<file path="config.mk">
export PLATFORM = sky130hd
export DESIGN_NAME = key_exchange_handshake_server_unit
export DESIGN_NICKNAME = d
export VERILOG_FILES = /design/src/rtl/core/kehs_pkg.sv /design/src/rtl/core/key_exchange_handshake_server_unit.sv
export SDC_FILE = /design/constraint.sdc
export NUM_CORES = 1
export LEC_CHECK = 0
export ABC_AREA = 1
export BUFFER_PORTS_ARGS = -buffer_cell sky130_fd_sc_hd__buf_2
export CAP_MARGIN = 25
export CORE_UTILIZATION = 61
export DETAILED_ROUTE_END_ITERATION = 8
export PLACE_DENSITY = 0.95
export SKIP_LAST_GASP = 1
export SYNTH_ARGS = -nofsm -noshare
export SYNTH_HDL_FRONTEND = slang
export SYNTH_SLANG_ARGS = --single-unit
</file>
<file path="constraint.sdc">
create_clock -name clk -period 5.4 [get_ports clk]
set_input_delay 0.54 -clock clk [delete_from_list [all_inputs] [get_ports clk]]
set_output_delay 0.54 -clock clk [all_outputs]
set_load 0.02 [all_outputs]
</file>
<file path="src/rtl/core/kehs_pkg.sv">
package kehs_pkg;

    // Timer width and configuration field widths
    localparam int TIMER_BITS   = 16;
    localparam int TIMEOUT_BITS = 16;
    localparam int CMP_BITS     = (TIMER_BITS > TIMEOUT_BITS) ? TIMER_BITS : TIMEOUT_BITS;
    localparam int KEY_BITS     = 32;
    localparam int ADDR_BITS    = 3;

    // Register reset values
    localparam logic [KEY_BITS-1:0]     SERVER_KEY_RESET = '0;
    localparam logic [TIMEOUT_BITS-1:0] TIMEOUT_RESET    = 16'd1000;

    // Register indexes (byte address = 4 * index)
    localparam logic REG_SERVER_KEY = 1'b0;
    localparam logic REG_TIMEOUT    = 1'b1;

    // Protocol characters
    localparam logic [7:0] CHAR_C = 8'h43;
    localparam logic [7:0] CHAR_A = 8'h41;

    // Input transaction modes
    typedef enum logic [1:0] {
        MODE_BYTE    = 2'd0,
        MODE_TICK    = 2'd1,
        MODE_RESTART = 2'd2,
        MODE_NONE    = 2'd3
    } mode_t;

    // Result kinds
    localparam logic KIND_TX   = 1'b0;
    localparam logic KIND_DONE = 1'b1;

    // Handshake phases
    typedef enum logic [2:0] {
        PH_LISTEN = 3'd0,
        PH_KEY1   = 3'd1,
        PH_ACK1   = 3'd2,
        PH_KEY2   = 3'd3,
        PH_ACK2   = 3'd4,
        PH_DONE   = 3'd5
    } phase_t;

    // Transmit burst: 'A' then four server key bytes
    localparam int          TX_BURST_LEN = 5;
    localparam logic [2:0]  TX_LAST_IDX  = 3'(TX_BURST_LEN - 1);

endpackage

</file>
<file path="src/rtl/core/key_exchange_handshake_server_unit.sv">
// Channel   | Direction | Handshake          | Payload
// ----------+-----------+--------------------+-----------------------------------
// input     | in        | in_valid/in_stall  | mode, rx_byte
// result    | out       | out_valid/out_stall| kind, tx_byte, client_key, last
// config    | in        | APB psel/penable   | paddr, pwdata, prdata (pready = 1)
//
// An input transaction is registered, then updates the handshake state.
// Transactions without results go through at one per cycle.
// A completing 'A' yields one result; the fourth byte of the first key yields five,
// one per cycle from the result register while out_stall is low.
// The next input transaction waits in the input register only if it has results and
// the result register is still busy. rst_n clears state asynchronously to listening.
module key_exchange_handshake_server_unit (
    input  logic                              clk,
    input  logic                              rst_n,
    // input channel
    input  logic                              in_valid,
    output logic                              in_stall,
    input  logic [1:0]                        mode,
    input  logic [7:0]                        rx_byte,
    // result channel
    output logic                              out_valid,
    input  logic                              out_stall,
    output logic                              kind,
    output logic [7:0]                        tx_byte,
    output logic [kehs_pkg::KEY_BITS-1:0]     client_key,
    output logic                              last,
    // configuration port
    input  logic                              psel,
    input  logic                              penable,
    input  logic                              pwrite,
    input  logic [kehs_pkg::ADDR_BITS-1:0]    paddr,
    input  logic [31:0]                       pwdata,
    output logic [31:0]                       prdata,
    output logic                              pready
);

    // Configuration registers
    logic [kehs_pkg::KEY_BITS-1:0]     server_key_reg;
    logic [kehs_pkg::TIMEOUT_BITS-1:0] timeout_reg;
    logic                              cfg_write;

    assign pready    = 1'b1;
    assign cfg_write = psel && penable && pwrite;

    always_ff @(posedge clk or negedge rst_n)
    begin
        if (!rst_n)
        begin
            server_key_reg <= kehs_pkg::SERVER_KEY_RESET;
            timeout_reg    <= kehs_pkg::TIMEOUT_RESET;
        end
        else if (cfg_write)
        begin
            if (paddr[2] == kehs_pkg::REG_SERVER_KEY)
                server_key_reg <= pwdata;
            else
                timeout_reg <= pwdata[kehs_pkg::TIMEOUT_BITS-1:0];
        end
    end

    always_comb
    begin
        if (paddr[2] == kehs_pkg::REG_SERVER_KEY)
            prdata = server_key_reg;
        else
            prdata = 32'(timeout_reg);
    end

    // Input register
    logic        in_valid_reg;
    logic        in_valid_next;
    logic [1:0]  mode_reg;
    logic [7:0]  rx_reg;
    logic        proc_go;
    logic        in_take;

    assign in_stall = in_valid_reg && !proc_go;
    assign in_take  = in_valid && !in_stall;

    always_comb
    begin
        if (in_take)
            in_valid_next = 1'b1;
        else if (proc_go)
            in_valid_next = 1'b0;
        else
            in_valid_next = in_valid_reg;
    end

    always_ff @(posedge clk or negedge rst_n)
    begin
        if (!rst_n)
            in_valid_reg <= 1'b0;
        else
            in_valid_reg <= in_valid_next;
    end

    always_ff @(posedge clk)
    begin
        if (in_take)
        begin
            mode_reg <= mode;
            rx_reg   <= rx_byte;
        end
    end

    // Handshake state
    kehs_pkg::phase_t                    phase_reg, phase_next;
    logic [1:0]                          idx_reg, idx_next;
    logic [kehs_pkg::KEY_BITS-1:0]       key_reg, key_next;
    logic [kehs_pkg::TIMER_BITS-1:0]     timer_reg, timer_next;
    logic [kehs_pkg::TIMER_BITS-1:0]     timer_inc;
    logic                                has_result;
    logic                                burst_load;
    logic                                burst_kind_next;
    logic                                emitter_free;

    // Saturating tick count
    assign timer_inc = (timer_reg == '1) ? timer_reg
                                         : timer_reg + kehs_pkg::TIMER_BITS'(1);

    // Does this transaction produce results
    always_comb
    begin
        has_result = 1'b0;
        if (kehs_pkg::mode_t'(mode_reg) == kehs_pkg::MODE_BYTE)
        begin
            if (phase_reg == kehs_pkg::PH_KEY1 && idx_reg == 2'd3)
                has_result = 1'b1;
            else if ((phase_reg == kehs_pkg::PH_ACK1 || phase_reg == kehs_pkg::PH_ACK2)
                     && rx_reg == kehs_pkg::CHAR_A)
                has_result = 1'b1;
        end
    end

    assign proc_go = in_valid_reg && (!has_result || emitter_free);

    // Next state
    always_comb
    begin
        phase_next      = phase_reg;
        idx_next        = idx_reg;
        key_next        = key_reg;
        timer_next      = timer_reg;
        burst_load      = 1'b0;
        burst_kind_next = kehs_pkg::KIND_TX;
        if (proc_go)
        begin
            unique case (kehs_pkg::mode_t'(mode_reg))
                kehs_pkg::MODE_RESTART:
                begin
                    phase_next = kehs_pkg::PH_LISTEN;
                    idx_next   = '0;
                    key_next   = '0;
                    timer_next = '0;
                end
                kehs_pkg::MODE_TICK:
                begin
                    if (phase_reg != kehs_pkg::PH_LISTEN && phase_reg != kehs_pkg::PH_DONE)
                    begin
                        if (kehs_pkg::CMP_BITS'(timer_inc) >=
                            kehs_pkg::CMP_BITS'(timeout_reg))
                        begin
                            phase_next = kehs_pkg::PH_LISTEN;
                            idx_next   = '0;
                            key_next   = '0;
                            timer_next = '0;
                        end
                        else
                            timer_next = timer_inc;
                    end
                end
                kehs_pkg::MODE_BYTE:
                begin
                    unique case (phase_reg)
                        kehs_pkg::PH_KEY1, kehs_pkg::PH_KEY2:
                        begin
                            key_next = {rx_reg, key_reg[kehs_pkg::KEY_BITS-1:8]};
                            idx_next = idx_reg + 2'd1;
                            if (idx_reg == 2'd3)
                            begin
                                timer_next = '0;
                                if (phase_reg == kehs_pkg::PH_KEY1)
                                begin
                                    phase_next = kehs_pkg::PH_ACK1;
                                    burst_load = 1'b1;
                                end
                                else
                                    phase_next = kehs_pkg::PH_ACK2;
                            end
                        end
                        kehs_pkg::PH_ACK1, kehs_pkg::PH_ACK2:
                        begin
                            timer_next = '0;
                            if (rx_reg == kehs_pkg::CHAR_C)
                            begin
                                phase_next = kehs_pkg::PH_KEY2;
                                idx_next   = '0;
                            end
                            else if (rx_reg == kehs_pkg::CHAR_A)
                            begin
                                phase_next      = kehs_pkg::PH_DONE;
                                burst_load      = 1'b1;
                                burst_kind_next = kehs_pkg::KIND_DONE;
                            end
                        end
                        kehs_pkg::PH_DONE:
                        begin
                        end
                        default:
                        begin
                            // listening
                            if (rx_reg == kehs_pkg::CHAR_C)
                            begin
                                phase_next = kehs_pkg::PH_KEY1;
                                idx_next   = '0;
                                timer_next = '0;
                            end
                        end
                    endcase
                end
                default:
                begin
                end
            endcase
        end
    end

    always_ff @(posedge clk or negedge rst_n)
    begin
        if (!rst_n)
        begin
            phase_reg <= kehs_pkg::PH_LISTEN;
            idx_reg   <= '0;
            key_reg   <= '0;
            timer_reg <= '0;
        end
        else
        begin
            phase_reg <= phase_next;
            idx_reg   <= idx_next;
            key_reg   <= key_next;
            timer_reg <= timer_next;
        end
    end

    // Result register: one burst of results at a time
    logic                          burst_active_reg, burst_active_next;
    logic [2:0]                    burst_idx_reg, burst_idx_next;
    logic                          burst_kind_reg;
    logic [kehs_pkg::KEY_BITS-1:0] burst_key_reg;
    logic                          burst_last;

    assign burst_last   = (burst_kind_reg == kehs_pkg::KIND_DONE) ||
                          (burst_idx_reg == kehs_pkg::TX_LAST_IDX);
    assign emitter_free = !burst_active_reg || (burst_last && !out_stall);

    always_comb
    begin
        burst_active_next = burst_active_reg;
        burst_idx_next    = burst_idx_reg;
        if (burst_load)
        begin
            burst_active_next = 1'b1;
            burst_idx_next    = '0;
        end
        else if (burst_active_reg && !out_stall)
        begin
            if (burst_last)
                burst_active_next = 1'b0;
            else
                burst_idx_next = burst_idx_reg + 3'd1;
        end
    end

    always_ff @(posedge clk or negedge rst_n)
    begin
        if (!rst_n)
        begin
            burst_active_reg <= 1'b0;
            burst_idx_reg    <= '0;
        end
        else
        begin
            burst_active_reg <= burst_active_next;
            burst_idx_reg    <= burst_idx_next;
        end
    end

    always_ff @(posedge clk)
    begin
        if (burst_load)
        begin
            burst_kind_reg <= burst_kind_next;
            burst_key_reg  <= key_reg;
        end
    end

    // Result fields
    assign out_valid = burst_active_reg;
    assign kind      = burst_kind_reg;
    assign last      = burst_last;

    always_comb
    begin
        tx_byte    = '0;
        client_key = '0;
        if (burst_kind_reg == kehs_pkg::KIND_DONE)
            client_key = burst_key_reg;
        else
        begin
            unique case (burst_idx_reg)
                3'd0:    tx_byte = kehs_pkg::CHAR_A;
                3'd1:    tx_byte = server_key_reg[7:0];
                3'd2:    tx_byte = server_key_reg[15:8];
                3'd3:    tx_byte = server_key_reg[23:16];
                3'd4:    tx_byte = server_key_reg[31:24];
                default: tx_byte = '0;
            endcase
        end
    end

    // Assertions
    burst_idx_in_range: assert property (@(posedge clk) disable iff (!rst_n)
        burst_active_reg |-> (burst_idx_reg <= kehs_pkg::TX_LAST_IDX))
        else $error("transmit burst index out of range");

    done_is_single: assert property (@(posedge clk) disable iff (!rst_n)
        (out_valid && kind == kehs_pkg::KIND_DONE) |-> last)
        else $error("completion result not marked last");

    no_overrun: assert property (@(posedge clk) disable iff (!rst_n)
        burst_load |-> emitter_free)
        else $error("results loaded while previous burst still pending");

    burst_ends: assert property (@(posedge clk) disable iff (!rst_n)
        (out_valid && last && !out_stall && !burst_load) |=> !out_valid)
        else $error("result still valid after final transaction taken");

    done_reports_key: assert property (@(posedge clk) disable iff (!rst_n)
        (phase_next == kehs_pkg::PH_DONE && phase_reg != kehs_pkg::PH_DONE)
        |-> (burst_load && burst_kind_next == kehs_pkg::KIND_DONE))
        else $error("handshake completed without reporting the client key");

endmodule

</file>
# Word level (Yosys, flattened, before mapping)
# Index checks and enable logic that the tools add are counted.
# op_classes
addsub	3
n_lt_le_gt_ge	1
n_eq_ne	25
muxes	47
n_bitwise	1
n_reduce_logical	37
# op_table
operator	count
two-way mux 32 bit	5
case mux 16 bit (3 select lines)	2
case mux 32 bit (3 select lines)	1
two-way mux 16 bit	5
case mux 8 bit (5 select lines)	1
two-way mux 3 bit	10
case mux 3 bit (3 select lines)	2
adder 16 x 1 -> 16 bit, second input constant	1
== test 16 bit, second input constant	1
== test 8 x 7 -> 1 bit, second input constant	2
greater-or-equal comparator 16 bit	1
two-way mux 1 bit	14
== test 3 x 2 -> 1 bit, second input constant	4
AND reduction 6 bit	2
logical AND 1 bit	10
== test 3 bit, second input constant	3
two-way mux 8 bit	1
!= test 2 bit, second input constant	4
AND reduction 2 bit	4
AND reduction 8 bit	1
== test 3 x 1 -> 1 bit, second input constant	2
two-way mux 2 bit	3
!= test 3 bit, second input constant	2
case mux 2 bit (3 select lines)	1
other kinds (20)	32
# totals
register_bits	149
inputBits	52
wordCells	127

# Depth between registers and ports, before layout
# logic_depth
word_depth	14
depth_mapped	23
depth_no_buf	22

# Worst setup path after synthesis
# OpenSTA, ideal clock, no wires.
# synth_path
kind	register to register
startpoint	reg timer_reg[0] in the netlist's numbering
endpoint	reg key_reg[10] in the netlist's numbering
setup_time_ps	66
t_arrival_ps	2715
required_time_ps	5334
setup_slack_ps	2619
path_stages_with_launch	21
n_path_buf	1
period_less_slack_ps	2781
path_cell_list	dfrtp_1 ha_1 nand3_1 nor3_4 nand2_1 nor2_2 nand2_1 xor2_1 inv_1 ha_1 nand4_1 nor2_1 nor2_1 nand2_1 nand2_1 nand2_1 nand2_1 nor2_8 buf_4 nand3_1 nand2_1
# synth_between
elab_chain_cells	5
# synth_lines
element	line	rtl
start: declaration	key_exchange_handshake_server_unit.sv:112	logic [kehs_pkg::TIMER_BITS-1:0] timer_reg, timer_next;
start signal: assignment	key_exchange_handshake_server_unit.sv:244	timer_reg <= timer_next;
adder 16 x 1 -> 16 bit / == test 16 bit (equally long branches)	key_exchange_handshake_server_unit.sv:121, key_exchange_handshake_server_unit.sv:120	
two-way mux 16 bit (*)	key_exchange_handshake_server_unit.sv:120	assign timer_inc = (timer_reg == '1) ? timer_reg
greater-or-equal comparator 16 bit (*)	key_exchange_handshake_server_unit.sv:162	if (kehs_pkg::CMP_BITS'(timer_inc) >=
!= test 2 bit (no source line) (*)	--	
AND reduction 5 bit (no source line) (*)	--	
end signal: assignment	key_exchange_handshake_server_unit.sv:243	key_reg <= key_next;
end: declaration	key_exchange_handshake_server_unit.sv:111	logic [kehs_pkg::KEY_BITS-1:0] key_reg, key_next;
# Every way passes the cells marked *; elsewhere a longest branch is shown, timed or not.
# A chain may end at the register's enable or synchronous reset.

# Worst setup path in the final report
# layout_path
startpoint	reg timer_reg[0] in the netlist's numbering
endpoint	reg key_reg[28] in the netlist's numbering
# The elaborated chain is that of the path after synthesis.

==> run summary <==
Slew of the pin with the lowest slew margin -> 0.9420 ns
Num rows -> 40
Quantity of I/O buffers inserted on ports -> 125
Post-cts gate resize count -> 0
Clock Pin Slew Worst Setup and Hold Paths -> 0.07 ns
Setup slack, reg-to-reg -> 1.26 ns
Antenna violations before repair -> 0
Status -> finished clean
Synthesis-stage register bit count -> 149
Main area contributors after synthesis -> sky130_fd_sc_hd__dfrtp_1, sky130_fd_sc_hd__edfxtp_1, sky130_fd_sc_hd__nand2_1, sky130_fd_sc_hd__inv_1, sky130_fd_sc_hd__nand3_1
Final nets -> 1081
Overflow left after global routing -> 0
DP Wirelength -> 12080 µm
Worst path arrival time -> 4.45 ns
Normalized max-slew margin -> 37.05%
Count of cells along the worst register-to-register path -> 20
Avg Inst Size Synth -> 8.499 µm²
Leakage power -> 4.822 nW
Library cell contributing the largest single delay on the critical path -> sky130_fd_sc_hd__nand3_2
Synth Warn # -> 0
Setup Viol. Count Final -> 0
Number of DRC markers in iteration 0 -> 995
Final Skew -> 0.01106 ns
Drt pass-1 iters -> 6
CTS Root Cell -> sky130_fd_sc_hd__clkbuf_16
Effective utilization at floorplan -> 62.78%
Antenna-violating nets left -> 0
Uppermost routed layer -> met4
Number of failing hold endpoints at the final stage -> 0
Cells along the critical path -> ha_1 > nand3_1 > nor3_4 > nand2_1 > nor2_2 > nand2_1 > nand2_1 > nand2_1 > ha_1 > nand2_1 > nand2_1 > nand2_1 > nand2_1 > nand2_1 > nand2_1 > nand2_1 > a21oi_1 > nand3_2 > nand2_1 > nand2_1
# Post-CTS Setup Buffers -> 0
Overall routed net length -> 20200 µm
Post-route clock period utilization -> 76.60%
Core Region -> 12060 µm²
Total Die Area -> 12860 µm²
Routed wl met3 -> 1925 µm
Portion of synthesized cell area occupied by the leading cell type -> 33.05%
X dimension of the die -> 113.4 µm
Proportion of register bits with asynchronous set or reset after synthesis -> 71.14%
Wire length of the first global-routing pass -> 32710 µm
Max IR drop VDD -> 0.0002495 V
Worst Setup Start Kind -> flip-flop
Clock net sink count -> 149
Crit-path max FO -> 32
Unrepaired setup endpoints after global routing -> false
Layout cells sized above 1 -> 20.71%
Total of max-cap violations -> 0
Netlist area before placement -> 7572 µm²
Top-level port count -> 129
Synthesized net count -> 966
Cell type contributing the most total cell area after synthesis -> sky130_fd_sc_hd__dfrtp_1
Depth of the CTS H-tree -> 4
Syn Inst Count -> 891
Fraction of the yosys area taken by sequential cells -> 52.18%
Diode count -> 0
Final weighted congestion in routability-driven placement -> 0.8731
Startpoint of the most critical register-to-register path -> timer_reg[0]
Pwr dens -> 343.7 nW/µm²
DRC violation count after routing -> 0
Routed metal-1 wire length -> 7308 µm
Hold crit path type -> in -> async
Total number of vias -> 6792
Fin. max-slew vios -> 0
Tot GR Track Use -> 33.46%
Layout Area Growth over Synthesis -> 16.44%
Most Frequent Cell on Critical Path -> sky130_fd_sc_hd__nand2_1
Required time at the endpoint of the critical path -> 5.71 ns
CP peak stage delay -> 0.60 ns
Type of element capturing the critical path -> flip-flop
Clock network latency to the later pin of the worst-skew pair -> 0.45 ns
Die height -> 113.4 µm
Commonest register cell after synthesis -> sky130_fd_sc_hd__dfrtp_1
Met2 routed wirelength -> 9985 µm
Number of synthesized flops with an enable pin -> 43
Worst reg2reg endpoint -> key_reg[28]
TritonCTS clock tree -> done
Max frequency -> 241.7 MHz
Path type of the worst setup path -> reg -> reg
Buffer levels on the longest clock path -> 2
Number of buffers added to fix hold violations after cts -> 0
Vias in the first global route -> 6612
Min Tclk post-route -> 4.137 ns
Fin Hold WS -> 0.1155 ns
Average wire per cell in the routed design -> 17.02 µm
Total negative slack -> 0 ns
Number of library cell types mapped by synthesis -> 45
Vias per cell -> 5.722
Num CTS Buffers -> 17
Maximum number of pins on one net before global-route repair -> 57
[worst max path at each step]
stage / end / from / cells past startpoint
floorplan: key_reg[10] / timer_reg[0] / 20
global placement: key_reg[17] / timer_reg[0] / 18
detailed placement: key_reg[20] / timer_reg[0] / 18
CTS: key_reg[24] / timer_reg[1] / 21
global route: key_reg[11] / timer_reg[0] / 21
finish: key_reg[28] / timer_reg[0] / 20
[placed cells by master, fill, tap and decap left out, drive strengths merged, types with 5 or more instances in the layout]
master and n:
nand3 67, nand2 268, clkinv 5, o22ai 10, o21ai 52, inv 148, dfstp 6, clkbuf 17
a21oi 23, nand4 6, dfrtp 100, a221oi 6, buf 128, ha 23, nor3 9, xor2 13
nor2 79, edfxtp 43
[worst max-delay path, delay by kind of cell, from the launching register on]
kind | cells | cell delay (ns)
AOI/OAI and AO/OA | 1 | 0.30
adders and majority gates | 2 | 0.56
DFF | 1 | 0.44
and+or+nand+nor | 17 | 2.71
[power by group]
part           internal, mW  switching, mW
sequential             1.26         0.0844
clock                 0.608          0.546
combinational         0.159          0.375
[per-stage QoR]
step / cells / setup WS [ns] / utilization (%) / total power [mW] / area (µm²)
floorplan: 891 / 2.619 / - / 1.691 / 7572
global placement: 1155 / 1.908 / 68.41 / 1.815 / 8252
detailed placement: 1155 / 1.704 / 68.41 / 1.845 / 8252
CTS: 1187 / 1.477 / 73.10 / 2.994 / 8817
global route: 1187 / 0.9424 / 73.10 / 3.125 / 8817
finish: 1187 / 1.263 / 73.10 / 3.030 / 8817
[final cells by class]
type / instances / area (µm²)
Tap cell: 168 / 210.2
Multi-Input combinational cell: 568 / 2897
Sequential cell: 149 / 3951
Clock buffer: 17 / 425.4
Timing Repair Buffer: 128 / 650.6
Inverter: 142 / 543.0
Fill cell: 728 / 3244
Clock inverter: 15 / 140.1
[logic make-up (layout without fill, tap and decap cells)]
family / Yosys count / after routing / share of synthesized area (%)
simple gates: 437 / 437 / 25.97
fa+ha+maj: 23 / 23 / 3.800
mux: 1 / 1 / 0.1322
other cells: 1 / 1 / 0.04952
xor+xnor: 14 / 14 / 1.619
buf+inv: 174 / 302 / 9.567
compound gates: 92 / 92 / 6.676
flops: 149 / 149 / 52.18
[Yosys cell counts, types with 4 or more instances]
cell type / instances
sky130_fd_sc_hd__inv_1: 130
sky130_fd_sc_hd__xor2_1: 13
sky130_fd_sc_hd__clkbuf_1: 16
sky130_fd_sc_hd__ha_1: 23
sky130_fd_sc_hd__nand4_1: 5
sky130_fd_sc_hd__nand3_1: 63
sky130_fd_sc_hd__dfstp_2: 6
sky130_fd_sc_hd__inv_2: 8
sky130_fd_sc_hd__buf_1: 4
sky130_fd_sc_hd__nor2_1: 71
sky130_fd_sc_hd__o22ai_1: 10
sky130_fd_sc_hd__o21ai_0: 52
sky130_fd_sc_hd__nand2_4: 4
sky130_fd_sc_hd__buf_4: 5
sky130_fd_sc_hd__nor3_1: 7
sky130_fd_sc_hd__nand2_2: 12
sky130_fd_sc_hd__dfrtp_1: 100
sky130_fd_sc_hd__nor2_2: 4
sky130_fd_sc_hd__a221oi_1: 6
sky130_fd_sc_hd__a21oi_1: 22
sky130_fd_sc_hd__edfxtp_1: 43
sky130_fd_sc_hd__nand2_1: 252
[routing by layer]
metal / global-route usage, % / vias up
met5: 0 / -
met1: 39.94 / 3128
met2: 55.91 / 502
met3: 8.980 / 120
met4: 17.63 / 0
li1: - / 3042
No activity file was read; power rests on OpenSTA's default activity.
